===== src/rtl/pts_pkg.sv =====
// ----------------------------------------------------------------------------
// pts_pkg
// Types, constants and helpers for the priority task scheduler.
// ----------------------------------------------------------------------------
package pts_pkg;

  localparam int TASK_SLOTS      = 16;
  localparam int PRIORITY_LEVELS = 16;
  localparam int TICK_BITS       = 32;

  localparam int SLOT_W   = $clog2(TASK_SLOTS);
  localparam int LVL_W    = $clog2(PRIORITY_LEVELS);
  localparam int TASK_W   = 4;
  localparam int PRIO_W   = 4;
  localparam int OP_W     = 3;
  localparam int SLEEP_W  = 32;
  localparam int STATUS_W = 2;

  localparam int IN_W  = 48;
  localparam int OUT_W = 8;

  localparam int APB_ADDR_W = 3;
  localparam int APB_DATA_W = 32;

  localparam logic REG_PRIORITY_MODE  = 1'b0;
  localparam logic REG_PREEMPT_ENABLE = 1'b1;

  localparam logic [TICK_BITS-1:0] TICK_MAX = {TICK_BITS{1'b1}};

  typedef enum logic [2:0] {
    ST_INVALID = 3'd0,
    ST_READY   = 3'd2,
    ST_DELAYED = 3'd3,
    ST_BLOCKED = 3'd4
  } slot_state_t;

  typedef enum logic [OP_W-1:0] {
    OP_CREATE   = 3'd0,
    OP_TICK     = 3'd1,
    OP_SLEEP    = 3'd2,
    OP_SCHEDULE = 3'd3,
    OP_BLOCK    = 3'd4,
    OP_RELEASE  = 3'd5
  } op_t;

  typedef enum logic [STATUS_W-1:0] {
    STAT_OK   = 2'd0,
    STAT_FULL = 2'd1,
    STAT_NONE = 2'd2
  } status_t;

  typedef enum logic [2:0] {
    S_IDLE,
    S_LEVEL,
    S_SCAN,
    S_ONE,
    S_DONE
  } seq_state_t;

  typedef struct packed {
    slot_state_t          state;
    logic [LVL_W-1:0]     prio;
    logic [TICK_BITS-1:0] ticks;
  } slot_t;

  // packed so that task_res sits in the low bits, status on top
  typedef struct packed {
    status_t           status;
    logic              switch_request;
    logic              found;
    logic [TASK_W-1:0] task_res;
  } result_t;

  typedef struct packed {
    logic priority_mode;
    logic preempt_enable;
  } cfg_t;

  // first slot of a wrapping scan after the last one served
  function automatic logic [SLOT_W-1:0] start_after(input logic [TASK_W-1:0] last);
    logic [TASK_W:0] nxt;
    nxt = {1'b0, last} + {{TASK_W{1'b0}}, 1'b1};
    if (int'(last) >= TASK_SLOTS - 1) begin
      return '0;
    end
    return nxt[SLOT_W-1:0];
  endfunction

endpackage


===== src/rtl/pts_slot_table.sv =====
// ----------------------------------------------------------------------------
// pts_slot_table
// Task slot storage: one read/write address per cycle, async read.
// ----------------------------------------------------------------------------
module pts_slot_table
  import pts_pkg::*;
(
  input  logic              clk,
  input  logic              rst,
  input  logic [SLOT_W-1:0] addr,
  output slot_t             rd_slot,
  input  logic              wr_en,
  input  slot_t             wr_slot
);

  slot_state_t          state_mem [TASK_SLOTS];
  logic [LVL_W-1:0]     prio_mem  [TASK_SLOTS];
  logic [TICK_BITS-1:0] ticks_mem [TASK_SLOTS];

  assign rd_slot.state = state_mem[addr];
  assign rd_slot.prio  = prio_mem[addr];
  assign rd_slot.ticks = ticks_mem[addr];

  always_ff @(posedge clk) begin
    if (rst) begin
      for (int i = 0; i < TASK_SLOTS; i++) begin
        state_mem[i] <= ST_INVALID;
      end
    end else if (wr_en) begin
      state_mem[addr] <= wr_slot.state;
    end
  end

  // priority and count are only read once a create or sleep has written them
  always_ff @(posedge clk) begin
    if (wr_en) begin
      prio_mem[addr]  <= wr_slot.prio;
      ticks_mem[addr] <= wr_slot.ticks;
    end
  end

endmodule


===== src/rtl/pts_cfg.sv =====
// ----------------------------------------------------------------------------
// pts_cfg
// APB configuration registers: scheduling mode and preemption enable.
// ----------------------------------------------------------------------------
module pts_cfg
  import pts_pkg::*;
(
  input  logic                  clk,
  input  logic                  rst,
  input  logic                  psel,
  input  logic                  penable,
  input  logic                  pwrite,
  input  logic [APB_ADDR_W-1:0] paddr,
  input  logic [APB_DATA_W-1:0] pwdata,
  output logic [APB_DATA_W-1:0] prdata,
  output logic                  pready,
  output cfg_t                  cfg
);

  logic wr_fire;
  logic reg_sel;

  assign pready  = 1'b1;
  assign reg_sel = paddr[2];
  assign wr_fire = psel && penable && pwrite && pready;

  always_ff @(posedge clk) begin
    if (rst) begin
      cfg.priority_mode  <= 1'b1;
      cfg.preempt_enable <= 1'b1;
    end else if (wr_fire) begin
      case (reg_sel)
        REG_PRIORITY_MODE:  cfg.priority_mode  <= pwdata[0];
        REG_PREEMPT_ENABLE: cfg.preempt_enable <= pwdata[0];
        default: ;
      endcase
    end
  end

  always_comb begin
    prdata = '0;
    case (reg_sel)
      REG_PRIORITY_MODE:  prdata[0] = cfg.priority_mode;
      REG_PREEMPT_ENABLE: prdata[0] = cfg.preempt_enable;
      default: ;
    endcase
  end

endmodule


===== src/rtl/pts_core.sv =====
// ----------------------------------------------------------------------------
// pts_core
// Sequencer walking the slot table one entry a cycle through a shared
// compare/decrement unit; holds scheduling pointers and the current task.
// ----------------------------------------------------------------------------
module pts_core
  import pts_pkg::*;
(
  input  logic               clk,
  input  logic               rst,
  input  cfg_t               cfg,
  input  logic               in_valid,
  output logic               in_ready,
  input  logic [OP_W-1:0]    operation,
  input  logic [TASK_W-1:0]  task_index,
  input  logic [PRIO_W-1:0]  priority_req,
  input  logic [SLEEP_W-1:0] sleep_ticks,
  output logic               done_valid,
  input  logic               done_ready,
  output result_t            result,
  output logic [SLOT_W-1:0]  tbl_addr,
  input  slot_t              tbl_rd,
  output logic               tbl_wr_en,
  output slot_t              tbl_wr
);

  seq_state_t state, state_next;

  op_t                  op, op_next;
  logic [TASK_W-1:0]    idx, idx_next;
  logic [LVL_W-1:0]     prio_in, prio_in_next;
  logic [TICK_BITS-1:0] ticks_in, ticks_in_next;
  logic [SLOT_W-1:0]    pos, pos_next;
  logic [SLOT_W-1:0]    k, k_next;
  logic [LVL_W-1:0]     best_lv, best_lv_next;
  logic                 best_ok, best_ok_next;
  logic [TASK_W-1:0]    rr_last, rr_last_next;
  logic [TASK_W-1:0]    level_last [PRIORITY_LEVELS];
  logic [TASK_W-1:0]    level_last_next [PRIORITY_LEVELS];
  logic [TASK_W-1:0]    current_task, current_task_next;
  result_t              res, res_next;

  logic                 in_fire;
  logic                 last_elem;
  logic [SLOT_W-1:0]    pos_adv;
  logic                 ready_hit;
  logic                 lvl_better;
  logic                 scan_hit;
  logic                 sleep_sat;

  assign in_ready   = (state == S_IDLE);
  assign in_fire    = in_valid && in_ready;
  assign done_valid = (state == S_DONE);
  assign result     = res;
  assign tbl_addr   = pos;

  assign last_elem  = (k == SLOT_W'(TASK_SLOTS - 1));
  assign pos_adv    = (pos == SLOT_W'(TASK_SLOTS - 1)) ? '0 : pos + 1'b1;
  assign ready_hit  = (tbl_rd.state == ST_READY);
  assign lvl_better = ready_hit && (!best_ok || (tbl_rd.prio < best_lv));
  assign scan_hit   = ((op == OP_CREATE) && (tbl_rd.state == ST_INVALID)) ||
                      ((op == OP_SCHEDULE) && ready_hit &&
                       (!cfg.priority_mode || (tbl_rd.prio == best_lv)));
  assign sleep_sat  = (TICK_BITS < SLEEP_W) && ((sleep_ticks >> TICK_BITS) != '0);

  // next state
  always_comb begin
    state_next = state;
    case (state)
      S_IDLE: begin
        if (in_fire) begin
          case (operation)
            OP_CREATE, OP_TICK:           state_next = S_SCAN;
            OP_SCHEDULE:                  state_next = cfg.priority_mode ? S_LEVEL : S_SCAN;
            OP_SLEEP, OP_BLOCK, OP_RELEASE: state_next = S_ONE;
            default:                      state_next = S_DONE;
          endcase
        end
      end
      S_LEVEL: begin
        if (last_elem) begin
          state_next = (best_ok || lvl_better) ? S_SCAN : S_DONE;
        end
      end
      S_SCAN: begin
        if (scan_hit || last_elem) begin
          state_next = S_DONE;
        end
      end
      S_ONE:  state_next = S_DONE;
      S_DONE: begin
        if (done_ready) begin
          state_next = S_IDLE;
        end
      end
      default: state_next = S_IDLE;
    endcase
  end

  // datapath and table writes
  always_comb begin
    op_next           = op;
    idx_next          = idx;
    prio_in_next      = prio_in;
    ticks_in_next     = ticks_in;
    pos_next          = pos;
    k_next            = k;
    best_lv_next      = best_lv;
    best_ok_next      = best_ok;
    rr_last_next      = rr_last;
    level_last_next   = level_last;
    current_task_next = current_task;
    res_next          = res;
    tbl_wr_en         = 1'b0;
    tbl_wr            = tbl_rd;

    case (state)
      S_IDLE: begin
        if (in_fire) begin
          op_next       = op_t'(operation);
          idx_next      = task_index;
          prio_in_next  = (int'(priority_req) >= PRIORITY_LEVELS) ?
                          LVL_W'(PRIORITY_LEVELS - 1) : priority_req[LVL_W-1:0];
          ticks_in_next = sleep_sat ? TICK_MAX : sleep_ticks[TICK_BITS-1:0];
          k_next        = '0;
          best_ok_next  = 1'b0;
          res_next      = '0;
          case (operation)
            OP_SLEEP, OP_BLOCK: pos_next = current_task[SLOT_W-1:0];
            OP_RELEASE:         pos_next = task_index[SLOT_W-1:0];
            OP_SCHEDULE:        pos_next = cfg.priority_mode ? '0 : start_after(rr_last);
            default:            pos_next = '0;
          endcase
        end
      end

      // pass one of priority mode: best level holding a ready task
      S_LEVEL: begin
        if (lvl_better) begin
          best_lv_next = tbl_rd.prio;
          best_ok_next = 1'b1;
        end
        pos_next = pos_adv;
        k_next   = k + 1'b1;
        if (last_elem) begin
          pos_next = start_after(level_last[best_lv_next]);
          k_next   = '0;
          if (!best_ok_next) begin
            res_next.status = STAT_NONE;
          end
        end
      end

      S_SCAN: begin
        pos_next = pos_adv;
        k_next   = k + 1'b1;
        case (op)
          OP_CREATE: begin
            if (scan_hit) begin
              tbl_wr_en        = 1'b1;
              tbl_wr.state     = ST_READY;
              tbl_wr.prio      = prio_in;
              tbl_wr.ticks     = '0;
              res_next.task_res = TASK_W'(pos);
              res_next.found   = 1'b1;
            end else if (last_elem) begin
              res_next.status = STAT_FULL;
            end
          end
          OP_TICK: begin
            if (tbl_rd.state == ST_DELAYED) begin
              tbl_wr_en = 1'b1;
              if (tbl_rd.ticks <= TICK_BITS'(1)) begin
                tbl_wr.state = ST_READY;
                tbl_wr.ticks = '0;
              end else begin
                tbl_wr.ticks = tbl_rd.ticks - TICK_BITS'(1);
              end
            end
            if (last_elem) begin
              res_next.switch_request = cfg.preempt_enable;
            end
          end
          OP_SCHEDULE: begin
            if (scan_hit) begin
              res_next.task_res = TASK_W'(pos);
              res_next.found    = 1'b1;
              current_task_next = TASK_W'(pos);
              if (cfg.priority_mode) begin
                level_last_next[best_lv] = TASK_W'(pos);
              end else begin
                rr_last_next = TASK_W'(pos);
              end
            end else if (last_elem) begin
              res_next.status = STAT_NONE;
            end
          end
          default: ;
        endcase
      end

      S_ONE: begin
        case (op)
          OP_SLEEP: begin
            if (ready_hit) begin
              tbl_wr_en    = 1'b1;
              tbl_wr.state = ST_DELAYED;
              tbl_wr.ticks = ticks_in;
              res_next.switch_request = 1'b1;
            end
          end
          OP_BLOCK: begin
            if (ready_hit) begin
              tbl_wr_en    = 1'b1;
              tbl_wr.state = ST_BLOCKED;
              res_next.switch_request = 1'b1;
            end
          end
          OP_RELEASE: begin
            if ((int'(idx) < TASK_SLOTS) && (tbl_rd.state == ST_BLOCKED)) begin
              tbl_wr_en    = 1'b1;
              tbl_wr.state = ST_READY;
            end
          end
          default: ;
        endcase
      end

      default: ;
    endcase
  end

  always_ff @(posedge clk) begin
    if (rst) begin
      state        <= S_IDLE;
      rr_last      <= '1;
      current_task <= '0;
      for (int i = 0; i < PRIORITY_LEVELS; i++) begin
        level_last[i] <= '1;
      end
    end else begin
      state        <= state_next;
      rr_last      <= rr_last_next;
      current_task <= current_task_next;
      level_last   <= level_last_next;
    end
  end

  always_ff @(posedge clk) begin
    op       <= op_next;
    idx      <= idx_next;
    prio_in  <= prio_in_next;
    ticks_in <= ticks_in_next;
    pos      <= pos_next;
    k        <= k_next;
    best_lv  <= best_lv_next;
    best_ok  <= best_ok_next;
    res      <= res_next;
  end

endmodule


===== src/rtl/priority_task_scheduler.sv =====
// One request in flight: the slot table has a single port walked one slot a cycle.
// The next request is taken while the previous result waits in the output register.
// Reset (rst, synchronous) marks every slot invalid, sets the mode and preempt
// registers to 1 and points all last-served pointers at the final slot.
// ----------------------------------------------------------------------------
// priority_task_scheduler
// Task slot table with round-robin or priority dispatch, tick and sleep.
// ----------------------------------------------------------------------------
module priority_task_scheduler
  import pts_pkg::*;
(
  input  logic                  clk,
  input  logic                  rst,
  // s_tdata: operation[2:0], task_index[6:3], priority_req[10:7],
  //          sleep_ticks[42:11], zero fill[47:43]
  input  logic                  s_tvalid,
  output logic                  s_tready,
  input  logic [IN_W-1:0]       s_tdata,
  // m_tdata: task_res[3:0], found[4], switch_request[5], status[7:6]
  output logic                  m_tvalid,
  input  logic                  m_tready,
  output logic [OUT_W-1:0]      m_tdata,
  input  logic                  psel,
  input  logic                  penable,
  input  logic                  pwrite,
  input  logic [APB_ADDR_W-1:0] paddr,
  input  logic [APB_DATA_W-1:0] pwdata,
  output logic [APB_DATA_W-1:0] prdata,
  output logic                  pready
);

  cfg_t              cfg;
  logic              done_valid;
  logic              done_ready;
  result_t           result;
  logic [SLOT_W-1:0] tbl_addr;
  slot_t             tbl_rd;
  slot_t             tbl_wr;
  logic              tbl_wr_en;

  pts_cfg u_cfg (
    .clk     (clk),
    .rst     (rst),
    .psel    (psel),
    .penable (penable),
    .pwrite  (pwrite),
    .paddr   (paddr),
    .pwdata  (pwdata),
    .prdata  (prdata),
    .pready  (pready),
    .cfg     (cfg)
  );

  pts_slot_table u_table (
    .clk     (clk),
    .rst     (rst),
    .addr    (tbl_addr),
    .rd_slot (tbl_rd),
    .wr_en   (tbl_wr_en),
    .wr_slot (tbl_wr)
  );

  pts_core u_core (
    .clk          (clk),
    .rst          (rst),
    .cfg          (cfg),
    .in_valid     (s_tvalid),
    .in_ready     (s_tready),
    .operation    (s_tdata[2:0]),
    .task_index   (s_tdata[6:3]),
    .priority_req (s_tdata[10:7]),
    .sleep_ticks  (s_tdata[42:11]),
    .done_valid   (done_valid),
    .done_ready   (done_ready),
    .result       (result),
    .tbl_addr     (tbl_addr),
    .tbl_rd       (tbl_rd),
    .tbl_wr_en    (tbl_wr_en),
    .tbl_wr       (tbl_wr)
  );

  assign done_ready = !m_tvalid || m_tready;

  always_ff @(posedge clk) begin
    if (rst) begin
      m_tvalid <= 1'b0;
    end else if (done_valid && done_ready) begin
      m_tvalid <= 1'b1;
    end else if (m_tready) begin
      m_tvalid <= 1'b0;
    end
  end

  always_ff @(posedge clk) begin
    if (done_valid && done_ready) begin
      m_tdata <= result;
    end
  end

endmodule


===== config.mk =====
export PLATFORM = sky130hd
export DESIGN_NAME = priority_task_scheduler
export DESIGN_NICKNAME = d
export VERILOG_FILES = /design/src/rtl/pts_pkg.sv /design/src/rtl/pts_slot_table.sv /design/src/rtl/pts_cfg.sv /design/src/rtl/pts_core.sv /design/src/rtl/priority_task_scheduler.sv
export SDC_FILE = /design/constraint.sdc
export NUM_CORES = 1
export LEC_CHECK = 0
export ABC_AREA = 1
export BUFFER_PORTS_ARGS = -buffer_cell sky130_fd_sc_hd__buf_2
export CAP_MARGIN = 40
export CELL_PAD_IN_SITES_DETAIL_PLACEMENT = 1
export CELL_PAD_IN_SITES_GLOBAL_PLACEMENT = 1
export CORE_UTILIZATION = 44
export CTS_CLUSTER_SIZE = 24
export DETAILED_ROUTE_END_ITERATION = 8
export GPL_TIMING_DRIVEN = 0
export PLACE_DENSITY = 0.74
export SKIP_CTS_REPAIR_TIMING = 1
export SYNTH_ARGS = -nofsm -noshare
export SYNTH_HDL_FRONTEND = slang
export SYNTH_HIERARCHICAL = 1
export SYNTH_SLANG_ARGS = --single-unit

===== constraint.sdc =====
create_clock -name clk -period 4.6 [get_ports clk]
set_input_delay 1.38 -clock clk [delete_from_list [all_inputs] [get_ports clk]]
set_output_delay 1.38 -clock clk [all_outputs]
set_load 0.05 [all_outputs]

---- After elaboration in Yosys (flattened, before gate mapping) ----
Memory sizes are Yosys's and may differ from the RTL's. A register that Yosys moved wholly into a read port is not among the register bits.
Index checks and enable logic that the tools add are counted.
word-level totals
  register bits ........................... 146
  latch bits .............................. 0
  RAM bits ................................ 624
  bits in read-only memories .............. 0
  input port bits ......................... 90
  output and inout port bits .............. 43
  memories kept ........................... 3
cells by class
  add/subtract/negate cells ............... 5
  $mul .................................... 0
  div/mod/pow operators ................... 0
  magnitude comparators ................... 7
  equal/unequal tests ..................... 36
  shift operators ......................... 0
  mux-type cells .......................... 96
  bitwise logic cells ..................... 4
  reduce and logical (&&, ||, !) cells .... 45
memories
  memory             depth  bits a word  read ports  clocked after Yosys merged registers in  write ports  line                  source
  u_table.ticks_mem  16     32           1           1                                        1            pts_slot_table.sv:18  logic [TICK_BITS-1:0] ticks_mem [TASK_SLOTS];
  u_table.prio_mem   16     4            1           1                                        1            pts_slot_table.sv:17  logic [LVL_W-1:0] prio_mem [TASK_SLOTS];
  u_table.state_mem  16     3            1           1                                        16           pts_slot_table.sv:16  slot_state_t state_mem [TASK_SLOTS];
operators with widths
  cell                   number
  $mux 32                4
  $pmux 32 s2            2
  $mux 4                 21
  $bwmux 64              1
  $mux 39                1
  $pmux 4 s3             3
  $mux 3                 11
  $le 32x1->1 const B    1
  $sub 32x1->32 const B  1
  $mux 1                 27
  $eq 3x2->1 const B     8
  $eq 3x3->1 const B     6
  $pmux 3 s3             2
  $add 4x1->4 const B    4
  $bmux 4 s4             1
  $demux 4 s4            1
  $reduce_and 4->1       4
  $pmux 3 s5             1
  $mux 2                 7
  $logic_not 3->1        4
  $ne 2x1->1 const B     6
  $pmux 3 s2             2
  $ge 5x5->1 const B     2
  $mux 5                 2
  29 further kinds       71

---- Longest topological paths before layout ----
Gate-level depths: netlist of the first run.
  word-level depth ........................ 17
  depth in mapped cells ................... 36
  depth with buffers taken out ............ 32

---- Cells and area by module ----
Netlist of the first run, hierarchy kept.
by module, submodules not included
  module                   instances  cells each  area an instance (µm²)
  pts_slot_table           1          2620        26663.1
  pts_core                 1          1070        8295.5
  pts_cfg                  1          52          360.3
  priority_task_scheduler  1          14          287.8

---- Worst setup path before layout of the first run ----
No wires, ideal clock.
  kind .................................... register -> register
  start point ............................. register u_core.pos[0] (netlist: u_core/tbl_addr[0])
  end point ............................... memory u_table/state_mem[3][0] (netlist bit), enable pin
  setup time .............................. 306 ps
  data arrival time ....................... 4514 ps
  required time ........................... 4294 ps
  setup slack ............................. -220 ps
  cell stages (with the launch flop) ...... 27
  cell sequence ........................... edfxtp_1 buf_6 inv_6 buf_6 buf_2 nand2_1 nand2_1 nand2_1 nand2_1 nand2_1 nand2_1 inv_1 nand2_1 inv_1 ha_1 a31oi_1 nor3_2 a31oi_2 nor2_2 inv_2 nor2_1 inv_1 o211ai_1 nand3_4 nor2_2 nand2_1 nand2_1
RTL lines
  what                    line                  source
  from (decl)             pts_core.sv:33        logic [SLOT_W-1:0] pos, pos_next;
  from (signal assigned)  pts_core.sv:254       pos <= pos_next;
  to (decl)               pts_slot_table.sv:16

---- Worst setup path after layout of the first run ----
  start point ............................. register u_core.pos[0] (netlist: u_core/tbl_addr[0])
  end point ............................... memory u_table.ticks_mem[10][9], enable pin
RTL lines
  what       line
  to (decl)  pts_slot_table.sv:18
Straight into the memory's write port.

==> impl_metrics.env, run 1 <==
export IMPL_status="finished with violations"
export IMPL_violations="negative setup slack"
export IMPL_synth_top_area_share_pct=58.36
export IMPL_period_share_pct=102.3
export IMPL_vias=28230
export IMPL_start_kind="register"
export IMPL_ys_top_cells_by_count="nand2_1 (1970), edfxtp_1 (692), inv_1 (194), nor2_1 (122), nand3_1 (93)"
export IMPL_route_detailed_drc=0
export IMPL_hold_viol=0
export IMPL_grt_overflow=0
export IMPL_start_util_pct=44.78
export IMPL_stdcell_count=5197
export IMPL_worstPathBufferInverterCount=11
export IMPL_clkSlewWorstSetupHoldPaths_ps=60
export IMPL_worst_path_max_delay_cell="edfxtp_1"
export IMPL_syn_inst=3756
export IMPL_core_area_sq_um=79520
export IMPL_cp_data_arrival_time_ps=5050
export IMPL_antenna_found_initial=0
export IMPL_grt_usage_pct=28.49
export IMPL_relSlewSlack_pct=34.25
export IMPL_cts_tree="done"
export IMPL_syn2layout_area_growth_pct=18.75
export IMPL_antenna_left=0
export IMPL_crit_top_cell="nand2_1"
export IMPL_h_tree_depth=3
export IMPL_cts_root_buf="clkbuf_16"
export IMPL_leakagePower_uw=0.01854
export IMPL_grt_pass1_vias=28450
export IMPL_n_antenna_cell=0
export IMPL_power_density_nw_per_um2=726.8
export IMPL_cap_violations=0
export IMPL_grt_pass1_wl_microns=173600
export IMPL_rrSetupSlack_ps=-100
export IMPL_ys_flop_type="edfxtp_1"
export IMPL_critical_path_max_stage_delay_ps=410
export IMPL_rsz0062_at_grt="true"
export IMPL_clock_skew_ps=29.93
export IMPL_synth_async_sr_flop_share_pct=0
export IMPL_ios=133
export IMPL_cp_data_required_time_ps=4940
export IMPL_p_total_uw=30730
export IMPL_critical_path_class="register to register"
export IMPL_dp_hpwl_microns=80140
export IMPL_layout_nets=4177
export IMPL_fmax_mhz=212.6
export IMPL_netlist_area_sq_um=35610
export IMPL_grt_max_degree=23
export IMPL_synth_seq_cells=770
export IMPL_ys_seq_area_share_pct=62.75
export IMPL_clock_sinks=770
export IMPL_crit_path_end_kind="register"
export IMPL_vdd_ir_drop_max_mv=0.3630
export IMPL_finalMaxSlewViolations=0
export IMPL_io_buffers=62
export IMPL_synthTopCellsByArea="edfxtp_1 (58%), nand2_1 (21%), dfxtp_1 (4.4%)"
export IMPL_critPathTopFamily="simple AND/OR/NAND/NOR gates"
export IMPL_drt_pass1_iter_count=5
export IMPL_synth_top_area_cell="edfxtp_1"
export IMPL_die_area_sq_um=82070
export IMPL_worst_pin_slew_ps=986.3
export IMPL_avgRoutedWirePerCell_microns=23.45
export IMPL_drive_above_1_share_pct=15.96
export IMPL_drtIter0Drc=2341
export IMPL_routed_wl_microns=121900
export IMPL_setup_viol=308
export IMPL_avgSynthCellArea_sq_um=9.480
export IMPL_numCtsBuffers=87
export IMPL_setup_tns_ps=-9788
export IMPL_routed_via_density=5.433
export IMPL_gp_congestion=0.9060
export IMPL_min_period_ps=4704
export IMPL_dp_cells=4942
export IMPL_hold_class="register to register"
export IMPL_worstSkewPairLatency_ps=660
export IMPL_clockBufferDepth=3
export IMPL_chipHeight_microns=286.5
export IMPL_synth_distinct_cells=56
export IMPL_die_x_microns=286.5
export IMPL_crit_fanout=10
export IMPL_yosys_warnings=6
export IMPL_synth_edff_count=692
export IMPL_rows=103
export IMPL_synth_most_common_cell="nand2_1"
export IMPL_finalWorstSetupSlack_ps=-103.7
[per-layer routing]
metal / wire length, microns / global-route usage (%)
met1: 49970 / 36.54
met2: 58560 / 47.87
met3: 7698 / 4.308
met4: 5654 / 12.46
met5: 0 / 0
[per-stage QoR]
stage	hold WS, ps	utilization [%]	instance area [sq um]	setup WS, ps
final	418.2	53.18	42280	-103.7
after global routing	427.4	53.18	42280	-204.6
after CTS	421.4	51.38	40860	-1889
after detailed placement	409.0	47.87	38070	-1821
after global placement	402.7	46.98	37350	-3092
after floorplan	400.3	-	35730	-219.6
[path summary, 6_finish.rpt]
check | endpoint | startpoint | cells past startpoint
setup / recovery | u_table/ticks_mem[10][9] | u_core/tbl_addr[0] | 27
hold / removal | m_tdata[1] | u_core/result[1] | 0
setup reg to reg | u_table/ticks_mem[10][9] | u_core/tbl_addr[0] | 27
hold reg to reg | m_tdata[1] | u_core/result[1] | 0
[kinds of logic (layout without fill, tap and decap cells)]
group,Yosys count,count (layout),share of synthesized area [%]
AOI/OAI and AO/OA,237,237,4.586
adders and majority gates,10,10,0.3514
buffers and inverters,414,773,5.573
xor gates and xnor gates,13,13,0.3198
and+or+nand+nor,2310,2312,26.40
DFF,770,770,62.75
other,2,32,0.02109
[report_power, final]
group | switching, uW | total (uW) | leakage [uW] | internal, uW
clock | 2830 | 6860 | 0.00137 | 4040
sequential | 207 | 10000 | 0.00701 | 9840
combinational | 10400 | 13800 | 0.0102 | 3430
[final cells by class]
cell class              count  area, sq um
flip-flops and latches    770        22340
well taps                1050         1314
clock buffers             120         2437
clock inverters            39        352.8
repair buffers            200         2009
inverters                 219        852.1
multi-input cells        2604        11600
plain buffers             195         1380
fillers                  8952        37230
[cells in the final DEF, fill, tap and decap left out, types with 4 or more instances in the layout]
cell type	netlist	layout
nand2_1	1970	1936
edfxtp_1	692	692
inv_1	194	190
buf_4	56	146
buf_2	84	123
nor2_1	122	120
clkbuf_16	0	96
nand3_1	93	91
dfxtp_1	78	78
o211ai_1	74	74
clkbuf_1	41	57
nand2_2	16	49
o21ai_0	52	39
buf_12	1	38
a21oi_1	35	35
conb_1	2	32
nor2_4	15	28
buf_6	10	27
a22oi_1	26	26
inv_2	19	21
o21ai_1	9	20
nand2_4	16	17
clkinv_1	3	16
o211ai_2	16	16
clkinv_2	0	14
nor3_1	12	12
xor2_1	12	12
nand4_1	11	11
nor2_2	20	11
nand3_2	9	11
nor4_1	11	11
ha_1	10	9
buf_16	0	9
o22ai_1	7	7
bufinv_16	0	6
buf_8	1	6
nand3_4	5	5
clkbuf_2	0	5
nor3_4	4	4
[state kept, by name, summed over array words and instances (netlist names), 8 cells and up]
register	count
u_table/ticks_mem	512
u_core/level_last	64
u_table/prio_mem	64
u_table/state_mem	48
u_core/ticks_in	32
m_tdata	8
u_core/result	8
Note: power is estimated with default switching activity, not from simulation.
==> run 2, diff against run 1 <==
Settings changed: MAX_ROUTING_LAYER set to met4.
==> run 2 against run 1 <==
Effect of this change:
- the run still ends with negative setup slack left
- non-clock buffer count grew 1
- sequential share of layout area fell by 0.083 points
- largest power group unchanged
- first-iteration DRC count is 4.6% higher
==> impl_metrics.env, run 2 (synthesized netlist as in run 1, its figures left out) <==
export IMPL_switching_power_uw=13500
export IMPL_min_period_ps=4739
export IMPL_grt_usage_pct=29.38
export IMPL_hold_end="m_tdata[1]"
export IMPL_drtIter0Drc=2448
export IMPL_grt_max_degree=23
export IMPL_timing_rr_end="u_table/ticks_mem[10][23]"
export IMPL_start_kind="register"
export IMPL_relSlewSlack_pct=35.25
export IMPL_start_util_pct=44.78
export IMPL_violations="negative setup slack"
export IMPL_numCtsBuffers=87
export IMPL_rsz0062_at_grt="true"
export IMPL_power_frac_comb_pct=45.1
export IMPL_grt_overflow=0
export IMPL_swShare_pct=43.79
export IMPL_final_common_cell="nand2_1"
export IMPL_hold_class="register to register"
export IMPL_ios=133
export IMPL_h_tree_depth=3
export IMPL_multiInputGateArea_sq_um=11620
export IMPL_worst_path_max_delay_cell="edfxtp_1"
export IMPL_critPathTopFamily="simple AND/OR/NAND/NOR gates"
export IMPL_core_area_sq_um=79520
export IMPL_rrSetupSlack_ps=-140
export IMPL_worst_pin_slew_ps=971.2
export IMPL_die_x_microns=286.5
export IMPL_holdPathStages=0
export IMPL_clock_sinks=770
export IMPL_cts_tree="done"
export IMPL_n_fill_cell=8937
export IMPL_largest_register_ffs=512
export IMPL_dp_hpwl_microns=80140
export IMPL_period_share_pct=103.0
export IMPL_status="finished with violations"
export IMPL_layout_nets=4178
export IMPL_r2r_cells=28
export IMPL_regMostFlops="u_table/ticks_mem"
export IMPL_setup_viol=133
export IMPL_die_area_sq_um=82070
export IMPL_cp_data_required_time_ps=4950
export IMPL_seqPwrFrac_pct=32.6
export IMPL_drive_above_1_share_pct=16.03
export IMPL_route_detailed_drc=0
export IMPL_antenna_left=0
export IMPL_setup_tns_ps=-5489
export IMPL_routed_wl_microns=123500
export IMPL_dp_slack_ps=-1821
export IMPL_io_buffers=62
export IMPL_rows=103
export IMPL_crit_path_end_kind="register"
export IMPL_hold_viol=0
export IMPL_p_int_uw=17320
export IMPL_crit_top_cell="nand2_1"
export IMPL_clockBufferDepth=3
export IMPL_avgRoutedWirePerCell_microns=23.75
export IMPL_antenna_found_initial=0
export IMPL_drt_pass1_iter_count=6
export IMPL_hp_start="u_core/result[1]"
export IMPL_r2r_start="u_core/tbl_addr[0]"
export IMPL_vdd_ir_drop_max_mv=0.3606
export IMPL_leakagePower_uw=0.01856
export IMPL_finalWorstSetupSlack_ps=-139.0
export IMPL_fmax_mhz=211.0
export IMPL_chipHeight_microns=286.5
export IMPL_routed_via_density=5.430
export IMPL_gp_congestion=0.9227
export IMPL_post_route_util_pct=53.26
export IMPL_pwr_share_clk_pct=22.3
export IMPL_power_density_nw_per_um2=727.8
export IMPL_cts_root_buf="clkbuf_16"
export IMPL_cap_violations=0
export IMPL_grt_pass1_vias=28420
export IMPL_seqCellArea_sq_um=22340
export IMPL_grt_pass1_wl_microns=174100
export IMPL_worstPathBufferInverterCount=11
export IMPL_finalMaxSlewViolations=0
export IMPL_vias=28230
export IMPL_crit_fanout=10
export IMPL_syn2layout_area_growth_pct=18.94
export IMPL_clkSlewWorstSetupHoldPaths_ps=60
export IMPL_cp_data_arrival_time_ps=5080
export IMPL_layout_common_cells="nand2_1 (1939), edfxtp_1 (692), inv_1 (189)"
export IMPL_reg_top3="u_table/ticks_mem: 512 flops, u_core/level_last: 64 flops, u_table/prio_mem: 64 flops"
export IMPL_critical_path_class="register to register"
export IMPL_critical_path_max_stage_delay_ps=430
export IMPL_worstSkewPairLatency_ps=650
export IMPL_clock_skew_ps=28.84
run 2: changes by cell type in the layout (fill, tap and decap cells not counted), moves of 2 or more:
| cell | change |
|---|---|
| nand2_4 | +2 |
| clkbuf_16 | +4 |
| buf_2 | -2 |
| buf_16 | -2 |
| nand2_1 | +3 |
| nand2_2 | -5 |
| buf_4 | +3 |
| buf_6 | -3 |
run 2: area by class of cell:
type                       count  area share (%)
multi-input combinational   2604           27.45
tap                         1050           3.102
inverter                     219           2.033
timing repair buffer         201           4.795
buffer                       195           3.274
clock inverter                39          0.8332
clock buffer                 120           5.755
sequential                   770           52.75
antenna                        1        0.005909
run 2: stage by stage:
| step | total power [uW] | std cells | cell area, sq um | hold slack [ps] |
|---|---|---|---|---|
| after floorplan | 17850 | 3786 | 35730 | 400.3 |
| after global placement | 22290 | 4898 | 37350 | 402.7 |
| after detailed placement | 23000 | 4942 | 38070 | 409.0 |
| after CTS | 29930 | 5101 | 40860 | 421.4 |
| after global routing | 32200 | 5198 | 42350 | 427.4 |
| final | 30820 | 5199 | 42350 | 418.0 |
run 2: power groups by stage:
stage	logic (uW)	clock network, uW	registers [uW]
final	13900	6880	10100
after CTS	12900	6950	10100
after global routing	14900	7210	10100
after global placement	12000	0	10300
after detailed placement	12800	0	10200
after floorplan	7700	0	10200
run 2: worst max path at each step:
| stage | end | startpoint | cells after the start | slack [ps] |
|---|---|---|---|---|
| 6_report | u_table/ticks_mem[10][23] | u_core/tbl_addr[0] | 28 | -140 |
| 5_1_grt | u_table/ticks_mem[10][23] | u_core/tbl_addr[0] | 27 | -300 |
| 4_1_cts | u_table/state_mem[3][0] | u_core/tbl_addr[1] | 23 | -1890 |
| 3_5_place_dp | u_table/state_mem[3][1] | u_core/tbl_addr[1] | 23 | -1820 |
| 3_3_place_gp | u_table/state_mem[13][0] | u_core/tbl_addr[1] | 23 | -3090 |
| 2_1_floorplan | u_table/state_mem[11][0] | u_core/tbl_addr[0] | 26 | -220 |
run 2: routing by layer:
layer  GRT usage (%)  up-vias  part of all wire [%]
li1                -    12880                     -
met1           37.22    14110                    41
met2           48.27      999                    48
met3           3.355      248                   6.2
met4           11.46        0                   4.1
met5               -        -                     0
